### src/rtl/tfpf_pkg.sv
// Shared types, constants and byte-order helpers for the touch firmware packet framer.
// No dependencies; used by tfpf_front, tfpf_queue, tfpf_back and the top level.
package tfpf_pkg;

	localparam int unsigned ENTRY_BYTES = 16;
	localparam int unsigned ENTRY_BITS  = ENTRY_BYTES * 8;
	localparam int unsigned CNT_W       = 5;
	localparam int unsigned QUEUE_DEPTH = 4;

	localparam int unsigned IN_DATA_W = 128;
	localparam int unsigned IN_USER_W = 2;

	localparam logic [15:0] REG_HDR  = 16'h1E33;
	localparam logic [31:0] CAL_WORD = 32'h300118E1;

	typedef enum logic [1:0] {
		MODE_REGWR     = 2'd0,
		MODE_CAL_START = 2'd1,
		MODE_CAL_DATA  = 2'd2
	} mode_t;

	// One queued packet fragment: byte i sits in pkt[8*i+7:8*i].
	typedef struct packed {
		logic [ENTRY_BITS-1:0] pkt;
		logic [CNT_W-1:0]      cnt;
		logic                  last;
	} entry_t;

	// Swapped-halfword order: bits 15:8, 7:0, 31:24, 23:16, first byte lowest.
	function automatic logic [31:0] xe(input logic [31:0] w);
		return {w[23:16], w[31:24], w[7:0], w[15:8]};
	endfunction

	// Big-endian halfword, first byte lowest.
	function automatic logic [15:0] be16(input logic [15:0] v);
		return {v[7:0], v[15:8]};
	endfunction

	function automatic logic [9:0] byte_sum32(input logic [31:0] w);
		return 10'(w[7:0]) + 10'(w[15:8]) + 10'(w[23:16]) + 10'(w[31:24]);
	endfunction

endpackage

### src/rtl/tfpf_front.sv
// Front end: accepts input beats, tracks the calibration load state and builds
// packet fragments of up to 16 bytes for the queue. Depends on tfpf_pkg.
module tfpf_front (
	input  logic                              clk,
	input  logic                              arst_n,
	input  logic                              s_axis_tvalid,
	output logic                              s_axis_tready,
	input  logic [tfpf_pkg::IN_DATA_W-1:0]    s_axis_tdata,
	input  logic [tfpf_pkg::IN_USER_W-1:0]    s_axis_tuser,
	input  logic                              full,
	output logic                              push,
	output tfpf_pkg::entry_t                  push_entry
);

	logic [31:0] address;
	logic [31:0] mask;
	logic [31:0] value;
	logic [17:0] length;
	logic [7:0]  data_byte;
	logic        accept;

	logic [17:0] bytes_left_q, bytes_left_n;
	logic [1:0]  padded_left_q, padded_left_n;
	logic [7:0]  held_byte_q, held_byte_n;
	logic        holding_q, holding_n;
	logic [31:0] data_total_q, data_total_n;
	logic        load_open_q, load_open_n;

	logic [15:0] reg_sum;
	logic [18:0] len_p3;
	logic [15:0] words;
	logic [15:0] hdr_sum;
	logic [31:0] tot_n;
	logic [17:0] bl_n;
	logic [15:0] prefix;
	logic [1:0]  pads;
	logic [2:0]  off;

	assign address   = s_axis_tdata[31:0];
	assign mask      = s_axis_tdata[63:32];
	assign value     = s_axis_tdata[95:64];
	assign length    = s_axis_tdata[113:96];
	assign data_byte = s_axis_tdata[121:114];

	assign s_axis_tready = !full;
	assign accept        = s_axis_tvalid && !full;

	assign reg_sum = 16'(tfpf_pkg::byte_sum32(address)) + 16'(tfpf_pkg::byte_sum32(mask))
		+ 16'(tfpf_pkg::byte_sum32(value));
	assign len_p3  = {1'b0, length} + 19'd3;
	assign words   = len_p3[17:2];
	assign hdr_sum = 16'(words[15:8]) + 16'(words[7:0])
		+ 16'(tfpf_pkg::byte_sum32(address));
	assign tot_n   = data_total_q + 32'(data_byte);
	assign bl_n    = bytes_left_q - 18'd1;
	// pair goes out swapped; a lone last byte goes out behind a zero
	assign prefix  = holding_q ? {held_byte_q, data_byte} : {data_byte, 8'h00};
	assign pads    = holding_q ? padded_left_q
		: ((padded_left_q == 2'd0) ? 2'd0 : padded_left_q - 2'd1);
	assign off     = 3'd2 + {1'b0, pads};

	always_comb begin
		push_entry    = '0;
		bytes_left_n  = bytes_left_q;
		padded_left_n = padded_left_q;
		held_byte_n   = held_byte_q;
		holding_n     = holding_q;
		data_total_n  = data_total_q;
		load_open_n   = load_open_q;
		case (s_axis_tuser)
			tfpf_pkg::MODE_REGWR: begin
				if (!load_open_q) begin
					push_entry.pkt = {tfpf_pkg::be16(reg_sum), tfpf_pkg::xe(value),
						tfpf_pkg::xe(mask), tfpf_pkg::xe(address),
						tfpf_pkg::be16(tfpf_pkg::REG_HDR)};
					push_entry.cnt  = tfpf_pkg::CNT_W'(16);
					push_entry.last = 1'b1;
				end
			end
			tfpf_pkg::MODE_CAL_START: begin
				if (!load_open_q) begin
					push_entry.pkt = {32'h0, tfpf_pkg::be16(hdr_sum), tfpf_pkg::xe(address),
						tfpf_pkg::be16(words), tfpf_pkg::xe(tfpf_pkg::CAL_WORD)};
					held_byte_n  = 8'h00;
					holding_n    = 1'b0;
					data_total_n = 32'h0;
					if (length == 18'd0) begin
						// empty load: header plus an all-zero trailer, nothing stays open
						push_entry.cnt  = tfpf_pkg::CNT_W'(16);
						push_entry.last = 1'b1;
					end else begin
						push_entry.cnt = tfpf_pkg::CNT_W'(12);
						bytes_left_n   = length;
						padded_left_n  = 2'd0 - length[1:0];
						load_open_n    = 1'b1;
					end
				end
			end
			tfpf_pkg::MODE_CAL_DATA: begin
				if (load_open_q) begin
					if (bl_n == 18'd0) begin
						push_entry.pkt = {112'h0, prefix}
							| ({96'h0, tfpf_pkg::xe(tot_n)} << {off, 3'b000});
						push_entry.cnt  = tfpf_pkg::CNT_W'(off) + tfpf_pkg::CNT_W'(4);
						push_entry.last = 1'b1;
						bytes_left_n    = 18'd0;
						padded_left_n   = 2'd0;
						held_byte_n     = 8'h00;
						holding_n       = 1'b0;
						data_total_n    = 32'h0;
						load_open_n     = 1'b0;
					end else begin
						bytes_left_n = bl_n;
						data_total_n = tot_n;
						if (holding_q) begin
							push_entry.pkt = {112'h0, prefix};
							push_entry.cnt = tfpf_pkg::CNT_W'(2);
							holding_n      = 1'b0;
						end else begin
							held_byte_n = data_byte;
							holding_n   = 1'b1;
						end
					end
				end
			end
			default: begin
			end
		endcase
	end

	assign push = accept && (push_entry.cnt != '0);

	always_ff @(posedge clk or negedge arst_n) begin
		if (!arst_n) begin
			bytes_left_q  <= '0;
			padded_left_q <= '0;
			held_byte_q   <= '0;
			holding_q     <= 1'b0;
			data_total_q  <= '0;
			load_open_q   <= 1'b0;
		end else if (accept) begin
			bytes_left_q  <= bytes_left_n;
			padded_left_q <= padded_left_n;
			held_byte_q   <= held_byte_n;
			holding_q     <= holding_n;
			data_total_q  <= data_total_n;
			load_open_q   <= load_open_n;
		end
	end

	a_open_has_bytes: assert property (@(posedge clk) disable iff (!arst_n)
		load_open_q |-> bytes_left_q != 18'd0)
		else $error("load open with no bytes left");

	a_closed_clean: assert property (@(posedge clk) disable iff (!arst_n)
		!load_open_q |-> !holding_q && data_total_q == 32'h0)
		else $error("stale load state while no load open");

endmodule

### src/rtl/tfpf_queue.sv
// Short fragment queue between front and back end.
// Depends on tfpf_pkg for the entry type.
module tfpf_queue #(
	parameter int unsigned Depth = tfpf_pkg::QUEUE_DEPTH
) (
	input  logic             clk,
	input  logic             arst_n,
	input  logic             push,
	input  tfpf_pkg::entry_t push_entry,
	output logic             full,
	input  logic             pop,
	output tfpf_pkg::entry_t head,
	output logic             head_valid
);

	localparam int unsigned PtrW = (Depth > 1) ? $clog2(Depth) : 1;
	localparam int unsigned CntW = $clog2(Depth + 1);

	tfpf_pkg::entry_t mem_q [Depth];
	logic [PtrW-1:0]  wr_ptr_q;
	logic [PtrW-1:0]  rd_ptr_q;
	logic [CntW-1:0]  count_q;

	assign full       = (count_q == CntW'(Depth));
	assign head_valid = (count_q != '0);
	assign head       = mem_q[rd_ptr_q];

	always_ff @(posedge clk) begin
		if (push) begin
			mem_q[wr_ptr_q] <= push_entry;
		end
	end

	always_ff @(posedge clk or negedge arst_n) begin
		if (!arst_n) begin
			wr_ptr_q <= '0;
			rd_ptr_q <= '0;
			count_q  <= '0;
		end else begin
			if (push) begin
				wr_ptr_q <= (wr_ptr_q == PtrW'(Depth - 1)) ? '0 : wr_ptr_q + 1'b1;
			end
			if (pop) begin
				rd_ptr_q <= (rd_ptr_q == PtrW'(Depth - 1)) ? '0 : rd_ptr_q + 1'b1;
			end
			case ({push, pop})
				2'b10:   count_q <= count_q + 1'b1;
				2'b01:   count_q <= count_q - 1'b1;
				default: count_q <= count_q;
			endcase
		end
	end

	a_no_push_full: assert property (@(posedge clk) disable iff (!arst_n)
		full |-> !push)
		else $error("push into full queue");

	a_no_pop_empty: assert property (@(posedge clk) disable iff (!arst_n)
		pop |-> head_valid)
		else $error("pop from empty queue");

endmodule

### src/rtl/tfpf_back.sv
// Back end: unloads queued fragments and shifts them out one byte per beat.
// Depends on tfpf_pkg for the entry type.
module tfpf_back (
	input  logic             clk,
	input  logic             arst_n,
	input  tfpf_pkg::entry_t head,
	input  logic             head_valid,
	output logic             pop,
	output logic             m_axis_tvalid,
	input  logic             m_axis_tready,
	output logic [7:0]       m_axis_tdata,
	output logic             m_axis_tlast
);

	logic [tfpf_pkg::ENTRY_BITS-1:0] sh_q;
	logic [tfpf_pkg::CNT_W-1:0]      rem_q;
	logic                            last_q;
	logic                            valid_q;
	logic                            take;
	logic                            final_beat;

	assign take       = valid_q && m_axis_tready;
	assign final_beat = (rem_q == tfpf_pkg::CNT_W'(1));
	// next fragment loads behind the last byte of the current one, no bubble
	assign pop        = head_valid && (!valid_q || (take && final_beat));

	assign m_axis_tvalid = valid_q;
	assign m_axis_tdata  = sh_q[7:0];
	assign m_axis_tlast  = last_q && final_beat;

	always_ff @(posedge clk) begin
		if (pop) begin
			sh_q <= head.pkt;
		end else if (take) begin
			sh_q <= sh_q >> 8;
		end
	end

	always_ff @(posedge clk or negedge arst_n) begin
		if (!arst_n) begin
			rem_q   <= '0;
			last_q  <= 1'b0;
			valid_q <= 1'b0;
		end else if (pop) begin
			rem_q   <= head.cnt;
			last_q  <= head.last;
			valid_q <= 1'b1;
		end else if (take) begin
			rem_q   <= rem_q - 1'b1;
			valid_q <= !final_beat;
		end
	end

	a_valid_has_bytes: assert property (@(posedge clk) disable iff (!arst_n)
		valid_q |-> rem_q != '0)
		else $error("output valid with no bytes left");

	a_head_nonempty: assert property (@(posedge clk) disable iff (!arst_n)
		head_valid |-> head.cnt != '0)
		else $error("empty fragment in queue");

	a_pop_shows: assert property (@(posedge clk) disable iff (!arst_n)
		pop |=> valid_q)
		else $error("loaded fragment not shown");

endmodule

### src/rtl/touch_fw_packet_framer_top.sv
// Touch firmware packet framer, top level.
// Frames register writes and calibration loads into an output byte stream.
// Input beat: tuser = mode; tdata = {address, mask, value, length, data_byte}
//   from bit 0 up, zero-filled to 128 bits. Output beat: one byte, tlast on the
//   final byte of each packet.
// A register write (mode 0) yields a 16-byte packet, a load start (mode 1) a
//   12-byte header (16 bytes for an empty load), data bytes (mode 2) leave in
//   swapped pairs; the last data byte adds padding and the 4-byte data sum.
//   Other items while a load is open, and data with none open, give no output.
// When idle, an accepted input beat is written into the fragment queue and then
//   loaded into the back end shifter, which presents the first output byte.
// Throughput: one output byte per cycle while the receiver is ready, set by the
//   back end shifter; a register write occupies 16 output bytes. Input beats are
//   taken each cycle while the fragment queue (QueueDepth entries of up to 16
//   bytes) has room, also while the output is stalled.
// Reset clears the load state and the queue; no load is open afterwards.
// When the receiver stalls the current byte holds and the queue fills, then
//   s_axis_tready drops until it drains.
module touch_fw_packet_framer_top #(
	parameter int unsigned QueueDepth = tfpf_pkg::QUEUE_DEPTH
) (
	input  logic                           clk,
	input  logic                           arst_n,
	input  logic                           s_axis_tvalid,
	output logic                           s_axis_tready,
	// address[31:0], mask[63:32], value[95:64], length[113:96], data_byte[121:114]
	input  logic [tfpf_pkg::IN_DATA_W-1:0] s_axis_tdata,
	// mode[1:0]
	input  logic [tfpf_pkg::IN_USER_W-1:0] s_axis_tuser,
	output logic                           m_axis_tvalid,
	input  logic                           m_axis_tready,
	// out_byte[7:0]
	output logic [7:0]                     m_axis_tdata,
	// end_of_packet
	output logic                           m_axis_tlast
);

	logic             push;
	logic             full;
	logic             pop;
	logic             head_valid;
	tfpf_pkg::entry_t push_entry;
	tfpf_pkg::entry_t head;

	tfpf_front u_front (
		.clk           (clk),
		.arst_n        (arst_n),
		.s_axis_tvalid (s_axis_tvalid),
		.s_axis_tready (s_axis_tready),
		.s_axis_tdata  (s_axis_tdata),
		.s_axis_tuser  (s_axis_tuser),
		.full          (full),
		.push          (push),
		.push_entry    (push_entry)
	);

	tfpf_queue #(
		.Depth (QueueDepth)
	) u_queue (
		.clk        (clk),
		.arst_n     (arst_n),
		.push       (push),
		.push_entry (push_entry),
		.full       (full),
		.pop        (pop),
		.head       (head),
		.head_valid (head_valid)
	);

	tfpf_back u_back (
		.clk           (clk),
		.arst_n        (arst_n),
		.head          (head),
		.head_valid    (head_valid),
		.pop           (pop),
		.m_axis_tvalid (m_axis_tvalid),
		.m_axis_tready (m_axis_tready),
		.m_axis_tdata  (m_axis_tdata),
		.m_axis_tlast  (m_axis_tlast)
	);

endmodule
### config.mk
export PLATFORM = sky130hd
export DESIGN_NAME = touch_fw_packet_framer_top
export DESIGN_NICKNAME = d
export VERILOG_FILES = /design/src/rtl/tfpf_pkg.sv /design/src/rtl/tfpf_front.sv /design/src/rtl/tfpf_queue.sv /design/src/rtl/tfpf_back.sv /design/src/rtl/touch_fw_packet_framer_top.sv
export SDC_FILE = /design/constraint.sdc
export NUM_CORES = 1
export LEC_CHECK = 0
export ABC_AREA = 1
export BUFFER_PORTS_ARGS = -buffer_cell sky130_fd_sc_hd__buf_2
export CAP_MARGIN = 20
export CORE_ASPECT_RATIO = 1.1
export CORE_MARGIN = 2
export CORE_UTILIZATION = 56
export CTS_CLUSTER_DIAMETER = 80
export CTS_CLUSTER_SIZE = 28
export DETAILED_ROUTE_END_ITERATION = 10
export GPL_TIMING_DRIVEN = 0
export PLACE_DENSITY = 0.75
export SKIP_LAST_GASP = 1
export SLEW_MARGIN = 25
export SYNTH_ARGS = -nofsm -noshare
export SYNTH_HDL_FRONTEND = slang
export SYNTH_SLANG_ARGS = --single-unit
### constraint.sdc
create_clock -name clk -period 8 [get_ports clk]
set_clock_uncertainty 0.1 [all_clocks]
set_input_delay 2 -clock clk [delete_from_list [all_inputs] [get_ports clk]]
set_output_delay 2 -clock clk [all_outputs]
set_load 0.005 [all_outputs]
Yosys cells after proc, flatten, opt, wreduce, memory -nomap -nowiden
Memories as Yosys holds them, arrays and structs flattened.
Index checks and enable logic that the tools add are counted.
{ "totals": {"ram_bits": 536, "memories": 1, "out_inout_bits": 11, "elab_cells": 130, "in_bits": 134, "regBits": 204} }
{ "mem_list": {"columns": ["name", "words", "word_bits", "read_ports", "rd_clocked_by_memory_dff", "write_ports", "line_no", "source"], "rows": [
  ["u_queue.mem_q", 4, 134, 1, 0, 1, "tfpf_queue.sv:19", "tfpf_pkg::entry_t mem_q [Depth];"]
]} }
{ "op_classes": {"n_eq_ne": 13, "add_sub_neg": 25, "muxes": 52, "bitwise": 1, "shifts": 1, "n_reduce_logical": 24} }
{ "ops": {"columns": ["operator", "n"], "rows": [
  ["$pmux 134 s3", 1],
  ["$mux 134", 2],
  ["$mux 128", 2],
  ["$mux 133", 1],
  ["$or 16x128->128", 1],
  ["$shl 32x6->128", 1],
  ["$mux 102", 1],
  ["$mux 32", 3],
  ["$mux 18", 4],
  ["$pmux 32 s2", 1],
  ["$add 10x8->10", 6],
  ["$add 8x8->9", 4],
  ["$logic_not 18->1", 2],
  ["$pmux 18 s2", 1],
  ["$add 16x10->16", 2],
  ["$add 32x8->32", 1],
  ["$mux 8", 4],
  ["$mux 21", 1],
  ["$add 18x2->18 const B", 1],
  ["$sub 18x1->18 const B", 1],
  ["$mux 16", 1],
  ["$mux 2", 8],
  ["$pmux 8 s2", 1],
  ["$mux 5", 3],
  ["other kinds (31)", 63]
]} }

Depth between registers and ports, before layout
{ "logic_depth": {"ltp_word": 13, "depth_mapped": 32, "mapped_depth_nobuf": 32} }

Hierarchy
Synthesis repeated with hierarchy kept, for this count alone.
{ "hier_totals": {"cells_unflattened": 4044, "area_unflattened_um2": 38055.2} }
{ "modules_own_cells": {"columns": ["mod", "cells_each", "seq_area_each_um2", "n_inst", "area_per_inst_um2"], "rows": [
  ["tfpf_queue", 1884, 16270.6, 1, 22098.7],
  ["tfpf_front", 1554, 1551.5, 1, 9982.1],
  ["tfpf_back", 606, 4018.9, 1, 5974.5]
]} }

Worst setup path after synthesis
No wires, ideal clock.
{ "synth_timing": {"kind": "input-to-reg", "startpoint": "in s_axis_tuser[1] (netlist bit)", "endpoint": "mem u_queue.mem_q[0][0] (netlist bit), enable pin", "n_path_buf": 0, "cell_stages": 12, "setup_ns": 0.621, "setup_slack_ns": -1.598, "arrival_time_ns": 8.876, "required_time_ns": 7.279, "cell_sequence": "inv_1 ha_1 inv_1 nor2_1 inv_1 nor2_1 inv_1 nand2_1 inv_1 nand3_1 nand2_1 nor2_1"} }
{ "synth_between": {"elab_chain_len": 6, "word_cells_on_any_way": 8, "classes_between": "eq/ne: 2; mux: 3; reduce/logical: 3"} }
{ "synth_rtl": {"columns": ["element", "line_no", "source"], "rows": [
  ["from (decl)", "touch_fw_packet_framer_top.sv:29", "input logic [tfpf_pkg::IN_USER_W-1:0] s_axis_tuser,"],
  ["$eq 2x2->1 (tied with other cells)", "tfpf_front.sv:70", "case (s_axis_tuser)"],
  ["$pmux 134 s3 (*)", "tfpf_front.sv:70", null],
  ["$reduce_bool 5->1 (*)", "tfpf_front.sv:131", "assign push = accept && (push_entry.cnt != '0);"],
  ["$logic_and 1x1->1 (*)", "tfpf_front.sv:131", null],
  ["$mux 1 (*)", "tfpf_queue.sv:29", "if (push) begin"],
  ["$mux 1 (implied by the code) (*)", "tfpf_queue.sv:30", "mem_q[wr_ptr_q] <= push_entry;"],
  ["to (decl)", "tfpf_queue.sv:19", null]
]} }
Mark *: on every way between the ends. The rest lies on a longest branch, timed or not.

==> results.cfg <==
[pwr]
powerDensity_nw_per_um2 = 294.0
pwr-share-clk = 0.179
p_comb_frac = 0.438
cellLeakagePower_nw = 16.04
p_seq_frac = 0.383
p_switching_mw = 4.984
ir_worst_vdd_mv = 0.3711
swShare = 0.4190
p_total_mw = 11.90
p_int_mw = 6.911

[setup_path]
r2r_end = u_queue.count_q[2]
worstRegToRegCells = 14
reg2reg_setup_slack_ns = 3.10
endpoint = u_queue.mem_q[1][119]
critPathArrivalTime_ns = 7.47
r2r_start = u_back.rem_q[1]
critPathMaxStageDelay_ns = 0.55
critPathBufInv = 5
worst-path-stages = 26
startpoint = s_axis_tdata[40]
required_ns = 8.31
crit_path_end_kind = register
cp-start-kind = input pin
path_class = input pin to register
critPathSlowestCell = o21ai_0
critical_path.top_delay_family = adder cells
cp_max_fo = 5

[clocking]
htreeDepth = 2
cts.sinks = 724
numCtsBuffers = 35
post_cts_buffers = 0
cts_tree = built
clock_path_buffers = 3
root_buffer = clkbuf_16
cts_hold_buf = 0
path_clk_slew_ns = 0.10
cts-resized-gates = 0
clock_latency_ns = 0.61

[global_route]
met1_usage = 0.4805
grt_pass1_vias = 27448
antenna_found_initial = 2
grt_pass1_wl_mm = 168.1
busiest_layer = met2
gr-usage-met3 = 0.06344
grt_use_total = 0.3366
grt_max_degree = 93
grt-ovfl-total = 0
grtUsageMet2 = 0.5146

[timing]
setup_ws_ns = 0.8350
final-setup-viol-count = 0
max_freq_mhz = 139.6
hold_viol = 0
tns_ns = 0
rsz0062_at_grt = false
worst_pin_slew_ns = 1.223
fin_hold_ws_ns = 0.3821
finalCriticalPeriod_ns = 7.165
slew_headroom = 0.1782
drv_slew = 0
finalCritPeriodShare = 0.8956

[yosys]
synth_area_sq_um = 36760
yosys.area.top_type_share = 0.5293
synth-edff-count = 648
syn_avg_cell_area_sq_um = 9.613
synth.largest_area_cell = edfxtp_1
yosysWarnings = 0
synthArstFlopShare = 0.1050
synth_cells = 3824
ys_ff_latch = 724
yosysUniqueCellTypes = 51
ys.flop_type = edfxtp_1
synth.area.top_cells = edfxtp_1 (53%), nor2_1 (8.5%), nand2_1 (5.3%), dfrtp_1 (5.2%), o21ai_0 (5.1%)
ys_seq_area_frac = 0.5811
synth_nets = 4102

[drt]
drtIter0Drc = 3598
wl_per_cell_um = 23.10
drt-total-wl_mm = 113.2
remaining_drc_errors = 0
via_per_inst = 5.983
ant_nets = 0
drt_pass1_iterations = 6
vias = 29325

[floorplan]
die_area_sq_um = 67710
floorplan.initialDensity = 0.5657
die_w_um = 248.3
core_area_sq_um = 64990
die_h_um = 272.7
row_count = 98
ios = 145

[placement]
io_buffers = 137
gpl.final_weighted_congestion = 1.039
dp_slack_ns = 0.3384
place_area_sq_um = 39330
dp.cells = 4842
dp_hpwl_mm = 84.88

[final_layout]
final_cells = 4901
fin_nets = 4307
drive_gt1_frac = 0.06741
design_area_sq_um = 40460
n_fill_cell = 5279
utilization = 0.6225
syn2layout_area_growth_pct = 10.05

[job]
drv_cap = 0

[run_status]
status = finished clean

[worst_hold_path]
min_path_type = register to register
==> worst min-delay path: cells and delay by family (launching register included) <==
kind	cells	cell delay, ns
simple gates	2	0.09
flops	1	0.36
==> cells by family after synthesis <==
| group | share of synthesized area |
|---|---|
| XOR/XNOR | 0.01906 |
| AND/OR/NAND/NOR | 0.1787 |
| flip-flops | 0.5811 |
| buffers and inverters | 0.05820 |
| AO/OA/AOI/OAI | 0.1064 |
| adder cells (fa/ha/maj) | 0.05636 |
| multiplexers | 0.0002723 |
==> cell type report <==
class	count	area, sq um	share of cell area
sequential	724	21360	0.5280
multi-input combinational	2551	13300	0.3287
timing repair buffer	168	1465	0.03622
inverter	378	1426	0.03526
tap	850	1064	0.02629
clock buffer	48	945.9	0.02338
buffer	171	720.7	0.01781
clock inverter	10	173.9	0.004299
antenna	1	2.502	0.00006186
==> power groups by stage <==
stage | clock, mW | combinational, mW | sequential (mW)
5_1_grt | 2.25 | 5.83 | 4.58
3_3_place_gp | 0 | 4.97 | 4.67
4_1_cts | 2.13 | 5.13 | 4.55
2_1_floorplan | 0 | 3.58 | 4.60
6_report | 2.13 | 5.21 | 4.55
3_5_place_dp | 0 | 5.10 | 4.63
==> sequential cells by signal (all words and copies together) (netlist names), 2 cells and up <==
name	cells
u_queue.mem_q	520
u_back.sh_q	128
u_front.data_total_q	32
u_front.bytes_left_q	18
u_front.held_byte_q	8
u_back.rem_q	5
u_queue.count_q	3
u_front.padded_left_q	2
u_queue.rd_ptr_q	2
u_queue.wr_ptr_q	2
==> synth_stat cells, drive strengths merged, types with 18 or more instances <==
master,instances
clkbuf,138
edfxtp,648
nor2,848
ha,108
nand4,27
inv,374
o22ai,44
xnor2,28
a31oi,128
fa,36
xor2,52
nand2,528
a21oi,116
nand3,166
nor3,18
dfrtp,76
o21ai,384
buf,33
==> cells in the final DEF (no fill, tap or decap), types with 14 or more instances in the layout <==
master	count
buf_1	16
buf_16	21
fa_1	36
nand3_1	165
nand4_1	27
clkbuf_16	36
clkbuf_1	150
nor3_1	17
o21ai_0	377
dfrtp_1	76
nor2_1	826
a21oi_1	116
inv_1	369
a31oi_1	128
nor2_4	14
xor2_1	52
ha_1	108
nand2_1	519
xnor2_1	28
o22ai_1	44
edfxtp_1	648
buf_2	139
==> worst min path at each step <==
stage                           startpoint                      to  slack (ns)  depth (start not counted)
finish              u_front.held_byte_q[4]  u_front.held_byte_q[4]        0.38                          2
global route        u_front.held_byte_q[3]  u_front.held_byte_q[3]        0.41                          2
CTS                 u_front.held_byte_q[0]  u_front.held_byte_q[0]        0.38                          2
detailed placement  u_front.held_byte_q[0]  u_front.held_byte_q[0]        0.36                          2
global placement    u_front.held_byte_q[4]  u_front.held_byte_q[4]        0.35                          2
floorplan           u_front.held_byte_q[4]  u_front.held_byte_q[4]        0.34                          2
==> layer usage <==
| metal | vias to the layer above | routed length, um |
|---|---|---|
| met5 | - | 0 |
| met4 | 0 | 5174 |
| met3 | 284 | 12810 |
| met2 | 1736 | 50200 |
| met1 | 13913 | 45010 |
| li1 | 13392 | - |
(Power assumes the default switching activity.)
